**config.mk**
```make
export PLATFORM = sky130hd
export DESIGN_NAME = html_entity_decoder
export DESIGN_NICKNAME = d
export VERILOG_FILES = /design/src/rtl/hed_pkg.sv /design/src/rtl/html_entity_decoder.sv /design/src/rtl/hed_ctrl.sv /design/src/rtl/hed_dp.sv
export SDC_FILE = /design/constraint.sdc
export NUM_CORES = 1
export LEC_CHECK = 0
export CAP_MARGIN = 0
export CORE_AREA = 2 2 213 215
export CTS_CLUSTER_SIZE = 24
export DETAILED_ROUTE_END_ITERATION = 10
export DIE_AREA = 0 0 215 217
export DONT_BUFFER_PORTS = 1
export GPL_TIMING_DRIVEN = 0
export MAX_ROUTING_LAYER = met4
export PLACE_DENSITY = 0.57
export SLEW_MARGIN = 30
export SYNTH_ARGS = -nofsm -noshare
export SYNTH_HDL_FRONTEND = slang
export SYNTH_SLANG_ARGS = --single-unit
```
**constraint.sdc**
```tcl
create_clock -name clk -period 6.3 [get_ports clk]
set_input_delay 1.26 -clock clk [delete_from_list [all_inputs] [get_ports clk]]
set_output_delay 1.26 -clock clk [all_outputs]
set_load 0.05 [all_outputs]
```
**src/rtl/hed_pkg.sv**
```systemverilog
package hed_pkg;

	localparam int MAX_BODY_LEN = 16;
	localparam int LEN_W = $clog2(MAX_BODY_LEN + 1);
	// replay window is sized for the body and two more bytes, the byte that ended it among them
	localparam int AW = $clog2(MAX_BODY_LEN + 2);
	localparam int DEPTH = 1 << AW;

	localparam int CP_W = 21;
	localparam logic [CP_W-1:0] CP_LIMIT = 21'h10FFFF;
	localparam logic [CP_W-1:0] CP_SAT = 21'h110000;

	localparam logic [7:0] AMP_CH = 8'h26;
	localparam logic [7:0] SEMI_CH = 8'h3B;
	localparam logic [7:0] HASH_CH = 8'h23;

	localparam int NM_CNT = 5;
	localparam logic [7:0] NM_CHR [NM_CNT][4] = '{
		'{"a", "m", "p", 8'h00},
		'{"l", "t", 8'h00, 8'h00},
		'{"g", "t", 8'h00, 8'h00},
		'{"q", "u", "o", "t"},
		'{"a", "p", "o", "s"}
	};
	localparam int NM_LEN [NM_CNT] = '{3, 2, 2, 4, 4};
	localparam logic [7:0] NM_REP [NM_CNT] = '{8'h26, 8'h3C, 8'h3E, 8'h22, 8'h27};

	// output byte select
	localparam logic [1:0] EM_CUR = 2'd0;
	localparam logic [1:0] EM_AMP = 2'd1;
	localparam logic [1:0] EM_REP = 2'd2;

	typedef struct packed {
		logic       accept;
		logic       fetch;
		logic       start_ref;
		logic       store;
		logic       advance;
		logic       fail;
		logic       resolve;
		logic       rep_next;
		logic       flush_start;
		logic       end_flush;
		logic       emit;
		logic [1:0] emit_sel;
		logic       emit_last;
	} hed_cmd_t;

	typedef struct packed {
		logic pending;
		logic cur_amp;
		logic cur_semi;
		logic body_full;
		logic resolve_ok;
		logic q_end;
		logic q_end_next;
		logic flush_empty;
		logic rep_done;
		logic out_free;
		logic last;
	} hed_sts_t;

	typedef struct packed {
		logic [3:0][7:0] b;
		logic [1:0]      n_m1;
	} rep_t;

	typedef struct packed {
		logic       ok;
		logic [3:0] val;
	} digit_t;

	function automatic logic [NM_CNT-1:0] name_hits(logic [LEN_W-1:0] pos, logic [7:0] b);
		logic [NM_CNT-1:0] h;
		h = '0;
		for (int i = 0; i < NM_CNT; i++) begin
			h[i] = (int'(pos) < NM_LEN[i]) && (b == NM_CHR[i][pos[1:0]]);
		end
		return h;
	endfunction

	function automatic digit_t digit_val(logic [7:0] c, logic hex);
		digit_t d;
		d.ok = 1'b0;
		d.val = '0;
		if (c >= "0" && c <= "9") begin
			d.ok = 1'b1;
			d.val = 4'(c - "0");
		end else if (hex && c >= "a" && c <= "f") begin
			d.ok = 1'b1;
			d.val = 4'(c - "a" + 8'd10);
		end else if (hex && c >= "A" && c <= "F") begin
			d.ok = 1'b1;
			d.val = 4'(c - "A" + 8'd10);
		end
		return d;
	endfunction

	function automatic rep_t utf8_enc(logic [CP_W-1:0] cp);
		rep_t r;
		r.b = '0;
		if (cp <= 21'h7F) begin
			r.n_m1 = 2'd0;
			r.b[0] = cp[7:0];
		end else if (cp <= 21'h7FF) begin
			r.n_m1 = 2'd1;
			r.b[0] = 8'hC0 | {3'b000, cp[10:6]};
			r.b[1] = 8'h80 | {2'b00, cp[5:0]};
		end else if (cp <= 21'hFFFF) begin
			r.n_m1 = 2'd2;
			r.b[0] = 8'hE0 | {4'b0000, cp[15:12]};
			r.b[1] = 8'h80 | {2'b00, cp[11:6]};
			r.b[2] = 8'h80 | {2'b00, cp[5:0]};
		end else begin
			r.n_m1 = 2'd3;
			r.b[0] = 8'hF0 | {5'b00000, cp[20:18]};
			r.b[1] = 8'h80 | {2'b00, cp[17:12]};
			r.b[2] = 8'h80 | {2'b00, cp[11:6]};
			r.b[3] = 8'h80 | {2'b00, cp[5:0]};
		end
		return r;
	endfunction

endpackage

```
**src/rtl/html_entity_decoder.sv**
```systemverilog
// plain bytes: no new input beat is taken until the current one is consumed; the beat is registered
// as the current byte, then in the output register; the byte buffer read port sets the replay pace
// ';' of a resolved reference: the replacement is emitted one output byte at a time (1 to 4 bytes)
// failed reference or end-of-string flush: the '&' is emitted first, then each held byte in turn,
// one buffer read per held byte before its emit; a stalled output holds each emit until it drains
// arst_n clears the controller, pointers and output valid; the byte buffer is not cleared
module html_entity_decoder (
	input  logic       clk,
	input  logic       arst_n,
	input  logic       s_axis_tvalid,
	output logic       s_axis_tready,
	input  logic [7:0] s_axis_tdata,  // [7:0] in_byte
	input  logic       s_axis_tlast,
	output logic       m_axis_tvalid,
	input  logic       m_axis_tready,
	output logic [7:0] m_axis_tdata,  // [7:0] out_byte
	output logic       m_axis_tlast
);

	hed_pkg::hed_cmd_t cmd;
	hed_pkg::hed_sts_t sts;

	hed_ctrl u_ctrl (
		.clk      (clk),
		.arst_n   (arst_n),
		.in_valid (s_axis_tvalid),
		.in_ready (s_axis_tready),
		.sts      (sts),
		.cmd      (cmd)
	);

	hed_dp u_dp (
		.clk       (clk),
		.arst_n    (arst_n),
		.cmd       (cmd),
		.sts       (sts),
		.in_byte   (s_axis_tdata),
		.in_last   (s_axis_tlast),
		.out_valid (m_axis_tvalid),
		.out_ready (m_axis_tready),
		.out_byte  (m_axis_tdata),
		.out_last  (m_axis_tlast)
	);

endmodule

```
**src/rtl/hed_ctrl.sv**
```systemverilog
module hed_ctrl (
	input  logic              clk,
	input  logic              arst_n,
	input  logic              in_valid,
	output logic              in_ready,
	input  hed_pkg::hed_sts_t sts,
	output hed_pkg::hed_cmd_t cmd
);

	localparam logic [2:0] S_IDLE   = 3'd0;
	localparam logic [2:0] S_PROC   = 3'd1;
	localparam logic [2:0] S_FETCH  = 3'd2;
	localparam logic [2:0] S_REP    = 3'd3;
	localparam logic [2:0] S_FAMP   = 3'd4;
	localparam logic [2:0] S_FFETCH = 3'd5;
	localparam logic [2:0] S_FEMIT  = 3'd6;

	logic [2:0] state_q;
	logic [2:0] state_d;

	// where to go once the current byte is consumed
	function automatic logic [2:0] after_byte(logic pend, hed_pkg::hed_sts_t s);
		logic [2:0] n;
		if (!s.q_end_next) begin
			n = S_FETCH;
		end else if (s.last && pend) begin
			n = S_FAMP;
		end else begin
			n = S_IDLE;
		end
		return n;
	endfunction

	always_comb begin
		cmd = '0;
		state_d = state_q;
		in_ready = 1'b0;
		unique case (state_q)
			S_IDLE: begin
				in_ready = 1'b1;
				if (in_valid) begin
					cmd.accept = 1'b1;
					state_d = S_PROC;
				end
			end
			S_PROC: begin
				if (!sts.pending) begin
					if (sts.cur_amp) begin
						cmd.start_ref = 1'b1;
						cmd.advance = 1'b1;
						state_d = after_byte(1'b1, sts);
					end else if (sts.out_free) begin
						cmd.emit = 1'b1;
						cmd.emit_sel = hed_pkg::EM_CUR;
						cmd.emit_last = sts.last && sts.q_end_next;
						cmd.advance = 1'b1;
						state_d = after_byte(1'b0, sts);
					end
				end else if (sts.cur_semi && sts.resolve_ok) begin
					cmd.resolve = 1'b1;
					cmd.advance = 1'b1;
					state_d = S_REP;
				end else if (!sts.cur_semi && !sts.body_full) begin
					cmd.store = 1'b1;
					cmd.advance = 1'b1;
					state_d = after_byte(1'b1, sts);
				end else if (sts.out_free) begin
					// failed reference: literal '&', then rescan from the body start
					cmd.emit = 1'b1;
					cmd.emit_sel = hed_pkg::EM_AMP;
					cmd.fail = 1'b1;
					state_d = S_FETCH;
				end
			end
			S_FETCH: begin
				cmd.fetch = 1'b1;
				state_d = S_PROC;
			end
			S_REP: begin
				if (sts.out_free) begin
					cmd.emit = 1'b1;
					cmd.emit_sel = hed_pkg::EM_REP;
					cmd.emit_last = sts.rep_done && sts.last && sts.q_end;
					cmd.rep_next = 1'b1;
					if (sts.rep_done) begin
						state_d = sts.q_end ? S_IDLE : S_FETCH;
					end
				end
			end
			S_FAMP: begin
				if (sts.out_free) begin
					cmd.emit = 1'b1;
					cmd.emit_sel = hed_pkg::EM_AMP;
					cmd.emit_last = sts.flush_empty;
					cmd.flush_start = 1'b1;
					if (sts.flush_empty) begin
						cmd.end_flush = 1'b1;
						state_d = S_IDLE;
					end else begin
						state_d = S_FFETCH;
					end
				end
			end
			S_FFETCH: begin
				cmd.fetch = 1'b1;
				state_d = S_FEMIT;
			end
			S_FEMIT: begin
				if (sts.out_free) begin
					cmd.emit = 1'b1;
					cmd.emit_sel = hed_pkg::EM_CUR;
					cmd.emit_last = sts.q_end_next;
					cmd.advance = 1'b1;
					if (sts.q_end_next) begin
						cmd.end_flush = 1'b1;
						state_d = S_IDLE;
					end else begin
						state_d = S_FFETCH;
					end
				end
			end
			default: begin
				state_d = S_IDLE;
			end
		endcase
	end

	always_ff @(posedge clk or negedge arst_n) begin
		if (!arst_n) begin
			state_q <= S_IDLE;
		end else begin
			state_q <= state_d;
		end
	end

endmodule

```
**src/rtl/hed_dp.sv**
```systemverilog
module hed_dp (
	input  logic              clk,
	input  logic              arst_n,
	input  hed_pkg::hed_cmd_t cmd,
	output hed_pkg::hed_sts_t sts,
	input  logic [7:0]        in_byte,
	input  logic              in_last,
	output logic              out_valid,
	input  logic              out_ready,
	output logic [7:0]        out_byte,
	output logic              out_last
);

	logic [7:0] mem [hed_pkg::DEPTH];
	logic [7:0] cur_q;

	logic [hed_pkg::AW-1:0] p_q;
	logic [hed_pkg::AW-1:0] s_q;
	logic [hed_pkg::AW-1:0] tail_q;
	logic [hed_pkg::AW-1:0] p_inc;
	logic                   pending_q;
	logic                   last_q;

	// reference body trackers
	logic [hed_pkg::LEN_W-1:0]  len_q;
	logic [hed_pkg::NM_CNT-1:0] nm_q;
	logic                       hash_q;
	logic                       hex_q;
	logic                       num_ok_q;
	logic                       have_dig_q;
	logic [hed_pkg::CP_W-1:0]   cp_q;

	hed_pkg::rep_t   rep_q;
	logic [1:0]      k_q;

	logic                 out_valid_q;
	logic [7:0]           out_byte_q;
	logic                 out_last_q;

	hed_pkg::digit_t          dig;
	logic [hed_pkg::CP_W+3:0] cp_ext;
	logic [hed_pkg::CP_W+3:0] cp_mul;
	logic [hed_pkg::CP_W+3:0] cp_sum;
	logic [hed_pkg::CP_W-1:0] cp_next;
	logic [hed_pkg::NM_CNT-1:0] nm_full;
	logic                     name_ok;
	logic                     num_ok;
	hed_pkg::rep_t            rep_d;
	logic [7:0]               emit_byte;

	assign p_inc = p_q + 1'b1;

	always_comb begin
		dig = hed_pkg::digit_val(cur_q, hex_q);
		cp_ext = {4'b0000, cp_q};
		cp_mul = hex_q ? (cp_ext << 4) : ((cp_ext << 3) + (cp_ext << 1));
		cp_sum = cp_mul + {{(hed_pkg::CP_W){1'b0}}, dig.val};
		if (cp_sum > {4'b0000, hed_pkg::CP_LIMIT}) begin
			cp_next = hed_pkg::CP_SAT;
		end else begin
			cp_next = cp_sum[hed_pkg::CP_W-1:0];
		end
	end

	always_comb begin
		for (int i = 0; i < hed_pkg::NM_CNT; i++) begin
			nm_full[i] = nm_q[i] && (len_q == hed_pkg::LEN_W'(hed_pkg::NM_LEN[i]));
		end
		name_ok = |nm_full;
		num_ok = hash_q && num_ok_q && have_dig_q && (cp_q <= hed_pkg::CP_LIMIT);
		if (name_ok) begin
			rep_d.b = '0;
			rep_d.n_m1 = 2'd0;
			for (int i = 0; i < hed_pkg::NM_CNT; i++) begin
				if (nm_full[i]) begin
					rep_d.b[0] = hed_pkg::NM_REP[i];
				end
			end
		end else begin
			rep_d = hed_pkg::utf8_enc(cp_q);
		end
	end

	always_comb begin
		sts.pending = pending_q;
		sts.cur_amp = cur_q == hed_pkg::AMP_CH;
		sts.cur_semi = cur_q == hed_pkg::SEMI_CH;
		sts.body_full = len_q == hed_pkg::LEN_W'(hed_pkg::MAX_BODY_LEN);
		sts.resolve_ok = name_ok || num_ok;
		sts.q_end = p_q == tail_q;
		sts.q_end_next = p_inc == tail_q;
		sts.flush_empty = s_q == tail_q;
		sts.rep_done = k_q == rep_q.n_m1;
		sts.out_free = !out_valid_q || out_ready;
		sts.last = last_q;
	end

	always_comb begin
		case (cmd.emit_sel)
			hed_pkg::EM_AMP: emit_byte = hed_pkg::AMP_CH;
			hed_pkg::EM_REP: emit_byte = rep_q.b[k_q];
			default:         emit_byte = cur_q;
		endcase
	end

	// byte buffer: input beats land at tail, replay reads at p
	always_ff @(posedge clk) begin
		if (cmd.accept) begin
			mem[tail_q] <= in_byte;
			cur_q <= in_byte;
		end else if (cmd.fetch) begin
			cur_q <= mem[p_q];
		end
	end

	always_ff @(posedge clk or negedge arst_n) begin
		if (!arst_n) begin
			p_q <= '0;
			s_q <= '0;
			tail_q <= '0;
			pending_q <= 1'b0;
			last_q <= 1'b0;
			len_q <= '0;
			k_q <= '0;
			out_valid_q <= 1'b0;
		end else begin
			if (cmd.accept) begin
				tail_q <= tail_q + 1'b1;
				last_q <= in_last;
			end
			if (cmd.advance) begin
				p_q <= p_inc;
			end
			if (cmd.fail || cmd.flush_start) begin
				p_q <= s_q;
			end
			if (cmd.start_ref) begin
				pending_q <= 1'b1;
				s_q <= p_inc;
				len_q <= '0;
			end
			if (cmd.store) begin
				len_q <= len_q + 1'b1;
			end
			if (cmd.fail || cmd.resolve || cmd.end_flush) begin
				pending_q <= 1'b0;
			end
			if (cmd.resolve) begin
				k_q <= '0;
			end else if (cmd.rep_next) begin
				k_q <= k_q + 1'b1;
			end
			if (cmd.emit) begin
				out_valid_q <= 1'b1;
			end else if (out_ready) begin
				out_valid_q <= 1'b0;
			end
		end
	end

	always_ff @(posedge clk) begin
		if (cmd.start_ref) begin
			nm_q <= '1;
			hash_q <= 1'b0;
			hex_q <= 1'b0;
			num_ok_q <= 1'b1;
			have_dig_q <= 1'b0;
			cp_q <= '0;
		end else if (cmd.store) begin
			nm_q <= nm_q & hed_pkg::name_hits(len_q, cur_q);
			if (len_q == '0) begin
				hash_q <= cur_q == hed_pkg::HASH_CH;
			end else if (len_q == hed_pkg::LEN_W'(1) && (cur_q == "x" || cur_q == "X")) begin
				hex_q <= 1'b1;
			end else if (!dig.ok) begin
				num_ok_q <= 1'b0;
			end else begin
				cp_q <= cp_next;
				have_dig_q <= 1'b1;
			end
		end
		if (cmd.resolve) begin
			rep_q <= rep_d;
		end
		if (cmd.emit) begin
			out_byte_q <= emit_byte;
			out_last_q <= cmd.emit_last;
		end
	end

	assign out_valid = out_valid_q;
	assign out_byte = out_byte_q;
	assign out_last = out_last_q;

endmodule
```
==> summary by stage <==
Status
The flow ran to the end, and the final reports show no timing, DRC or antenna violations.

Synthesis
Of the total synthesized cell area, the portion taken by AND, OR, NAND and NOR gates is 0.0997. Counting flops and latches in the post-synthesis netlist gives 361. The portion of synthesized area spent on multiplexers is 0.129. Of the synthesized area, sequential elements account for 0.593. The net count after synthesis is approximately 1300. During synthesis, Yosys emitted a total of 0 warnings. The unique cell type count in the Yosys netlist is 76. Of the total synthesized cell area, the portion taken by XOR and XNOR cells is 0.0315.

The largest family of logic cells by synthesized area is multiplexers. Counting flops with a built-in enable in the synthesized netlist gives 303. In the synthesized netlist the dominant register cell turns out to be edfxtp_1. The per-instance average area after synthesis is 13.6 sq um. Of the total synthesized cell area, the portion taken by full adders, half adders and majority gates is 0.0315.

The compound-gate portion of the synthesized area is 0.0925. The cell count after synthesis came out at between 1000 and 1500. The fraction of registers with async set or reset after synthesis is 0.0776. The total standard cell area after synthesis is 17500 sq um.

Cells and area
The finished layout cell area is between 15000 and 20000 sq um. The most common cell after layout, fill and taps aside is edfxtp_1. The number of filler instances in the final layout is 4057.

The number of diodes is 0. Registers take 10400 sq um. The final net count is 1391.

In the final layout, the share of cells above drive strength 1 is 0.130. Measured on the finished design, the core utilization comes to 0.440. The library cells used most frequently in the layout, excluding fill and tap cells, are edfxtp_1, nor2_1, nand2_1, mux4_2, o21ai_0. From synthesis to final layout, the design area changed by 12.1%. The multi-input combinational cells in the finished layout cover a total of 6750 sq um.

STA
Summed over all failing endpoints, the final setup total negative slack is 0 ns. The worst slew margin relative to its limit is 0.362. The clock tree skew after final layout is about 0.014 ns. In the finished design, the share of the clock period the worst path needs comes to 0.919. The worst hold slack across all endpoints is 0.387 ns.

The final count of hold timing violations is 0. Setup repair after global routing left no endpoint under its margin. The maximum clock frequency is 173 MHz. Setup violations remaining at the end of the flow were counted as 0. The worst-case setup margin in the final layout is 0.508 ns.

The minimum clock period is between 5 and 6 ns. The transition time at the pin with the least slew margin is ~0.96 ns. The max-slew violation total from the final report is 0.

Setup path
The worst flop-to-flop path startpoint is u_dp.hex_q. The largest incremental delay on the critical path is ~0.47 ns. Traced cell by cell, the critical path runs through clkbuf_1 > clkbuf_1 > buf_1 > buf_2 > and4_1 > inv_1 > o21ai_0 > a32o_1 > inv_1 > fa_1 > nor2b_1 > o21bai_1 > or2_2 > nor3_2 > nand2_1 > o31a_1 > mux2_2 > a2bb2oi_1 > a211oi_2 > buf_4 > a22o_1. The slack of the worst reg-to-reg path is ~0.51 ns. Of all nets on the critical path, the largest fanout is 19. The critical-path cell with the highest stage delay is buf_2. STA classifies the critical path startpoint as a flop. For the worst setup path, the data arrival time is 6.24 ns. The critical path in this run is classified as reg -> reg. The required time of the worst setup path is between 6 and 7 ns.

The worst setup path is captured at a flop. The number of cells traversed by the worst register-to-register path is 21. The worst register-to-register path ends at u_dp.cp_q[7].

Power and ir drop
The worst supply voltage drop on vdd is around 0.21 mV. The areal power density over the cells is 378 nW/um^2. The static leakage is 6.65 nW.

CTS
The H-tree was split into 2 levels. The library cell used as clock root buffer is clkbuf_16. The number of buffers added to fix hold violations after cts is 0. CTS saw roughly 360 sinks. The clock latency reported for the late side of the worst-skew pair is roughly 0.57 ns. In this run the deepest clock path goes through 3 buffers. After clock tree synthesis, the setup repair step added 0 buffers. The number of buffers inserted during clock tree synthesis is 41. The CTS tree is done.

Clock-pin slew was measured on the worst setup and hold paths at ~0.060 ns. The count of cells resized by post-cts repair is 0.

GRT
The via count of the first global-routing pass came to 10700. The global routing met1 resource utilization is 0.251. The final global-route overflow total is 0. The overall fraction of global-route tracks in use is 0.183. For this run, global-route usage on met3 was measured as 0.0359. The most congested layer reported by global routing is met2.

The first global-routing pass estimated 63.4 mm of wire. The initial antenna violation count was 0. For met2 alone, demand over resource in global routing was 0.282. Entering global routing, the biggest net connects 34 pins.

Die
The initial cell density of the core is 0.392. From left edge to right edge, the die measures between 200 and 250 microns. In this run the vertical extent of the chip is 217 microns. The floorplan has 78 rows. The floorplan die area is between 40000 and 50000 sq um. The area of the core is 44700 sq um. 24 I/O pins were placed.

Placed design
The minimum setup slack after placement is 0.365 ns. The placer's final routability congestion estimate is 0.874. The quantity of I/O buffers inserted on ports is 0.

In this run the cell area measured after placement is 18300 sq um. Detailed placement finished with a half-perimeter wire length of approximately 29 mm.

Routing
The sum of routed wire length over all layers is 41.5 mm. Dividing the detail-routed wire length by the instance count gives 21.1 microns. The first detailed-routing pass ran for 5 iterations. The routed layout has about 11000 vias. The mean number of vias per cell is 5.54. After detailed routing, the number of remaining DRC violations is 0. The number of DRC markers after the initial detailed-route iteration is 875.

The remaining antenna violation count after routing is 0.

Min path
The path class of the lowest-slack min-delay path is in -> async.

Run
Max-cap violations in this run came to 0.
## report_power, final
part | switching [mW] | internal (mW)
Clock | 0.963 | 1.39
Combinational | 1.17 | 0.901
Sequential | 0.222 | 2.79
Total | 2.35 | 5.08
## critical path, delay by kind of cell (launching register included)
| kind | cells | cell delay (ns) |
|---|---|---|
| fa+ha+maj | 1 | 0.47 |
| simple gates | 5 | 1.28 |
| buf+inv | 7 | 2.00 |
| mux | 1 | 0.27 |
| compound gates | 7 | 1.34 |
| flops | 1 | 0.31 |
## worst max-delay path by stage
stage | startpoint | to
6_report | u_dp.hex_q | u_dp.cp_q[7]
5_1_grt | u_dp.hex_q | u_dp.cp_q[7]
4_1_cts | u_dp.hex_q | u_dp.cp_q[7]
3_5_place_dp | u_dp.hex_q | u_dp.cp_q[7]
3_3_place_gp | u_dp.hex_q | u_dp.cp_q[7]
2_1_floorplan | u_dp.hex_q | u_dp.cp_q[19]
## per-layer routing
layer  vias to the layer above  part of all wire
met5                         -                 0
met4                         0             0.017
met3                        52             0.056
met2                       248              0.46
met1                      5507              0.46
li1                       5077                 -
## registers in the layout (all words and copies together) (netlist names)
register         cells
u_dp.rep_q          30
u_ctrl.state_q       3
u_dp.hex_q           1
u_dp.have_dig_q      1
u_dp.pending_q       1
u_dp.cur_q           8
u_dp.mem           256
u_dp.hash_q          1
u_dp.nm_q            5
u_dp.num_ok_q        1
u_dp.len_q           5
u_dp.cp_q           21
u_dp.tail_q          5
u_dp.out_valid       1
u_dp.p_q             5
u_dp.last_q          1
u_dp.out_byte        8
u_dp.k_q             2
u_dp.out_last        1
u_dp.s_q             5
## through the flow
| stage | std cells | total power [mW] |
|---|---|---|
| 6_report | 1965 | 7.43 |
| 5_1_grt | 1965 | 7.76 |
| 4_1_cts | 1966 | 7.49 |
| 3_5_place_dp | 1893 | 5.13 |
| 3_3_place_gp | 1891 | 5.09 |
| 2_1_floorplan | 1291 | 4.53 |
## cells in the mapped netlist, types with 3 or more instances
cell type    n  share of area
a221oi_1     5         0.0025
xor2_1      30          0.015
o21ai_0     64          0.018
a211o_1      3         0.0015
nand3_1     27         0.0077
o22ai_1      5         0.0018
nand3b_1     5         0.0021
nor3b_1      3         0.0013
a221o_1      3         0.0017
or3_1        8         0.0029
o21a_1       7         0.0030
o211ai_1     6         0.0026
nor2_1     109          0.023
a21oi_1     53          0.015
a2111oi_0    3         0.0015
buf_1       12         0.0026
nand2_1     97          0.021
nor4_1       7         0.0025
inv_1       31         0.0066
edfxtp_1   303           0.52
a21o_1       9         0.0039
nand4_1     14         0.0050
dfrtp_1     28          0.040
a22o_1      19         0.0095
xnor2_1     33          0.016
or2_2        4         0.0014
a31oi_1      7         0.0025
or4_1        4         0.0017
and3_1      14         0.0050
mux2i_1     25          0.014
o31ai_1      6         0.0026
a211oi_1    14         0.0060
mux4_2      87           0.11
mux2_2       4         0.0026
o41ai_2      3         0.0028
nor2b_1     12         0.0043
dfxtp_1     30          0.034
clkbuf_1    58          0.012
ha_1        41          0.029
o2111ai_1    5         0.0025
nor3_1      26         0.0074
and2_1      10         0.0036
a32o_1       3         0.0017
nand2b_1     9         0.0032
## cell families after synthesis
family,count (synthesis)
AND/OR/NAND/NOR,362
flip-flops,361
AO/OA/AOI/OAI,240
multiplexers,116
buffers and inverters,106
XOR/XNOR,63
adder cells (fa/ha/maj),43
## cell type report
type | count | share of cell area
clock inverter | 23 | 0.0122
timing repair buffer | 2 | 0.00140
buffer | 73 | 0.0148
clock buffer | 50 | 0.0550
tap | 600 | 0.0382
inverter | 32 | 0.00611
multi-input combinational | 824 | 0.343
sequential | 361 | 0.529
Power figures use the tool's default switching activity.
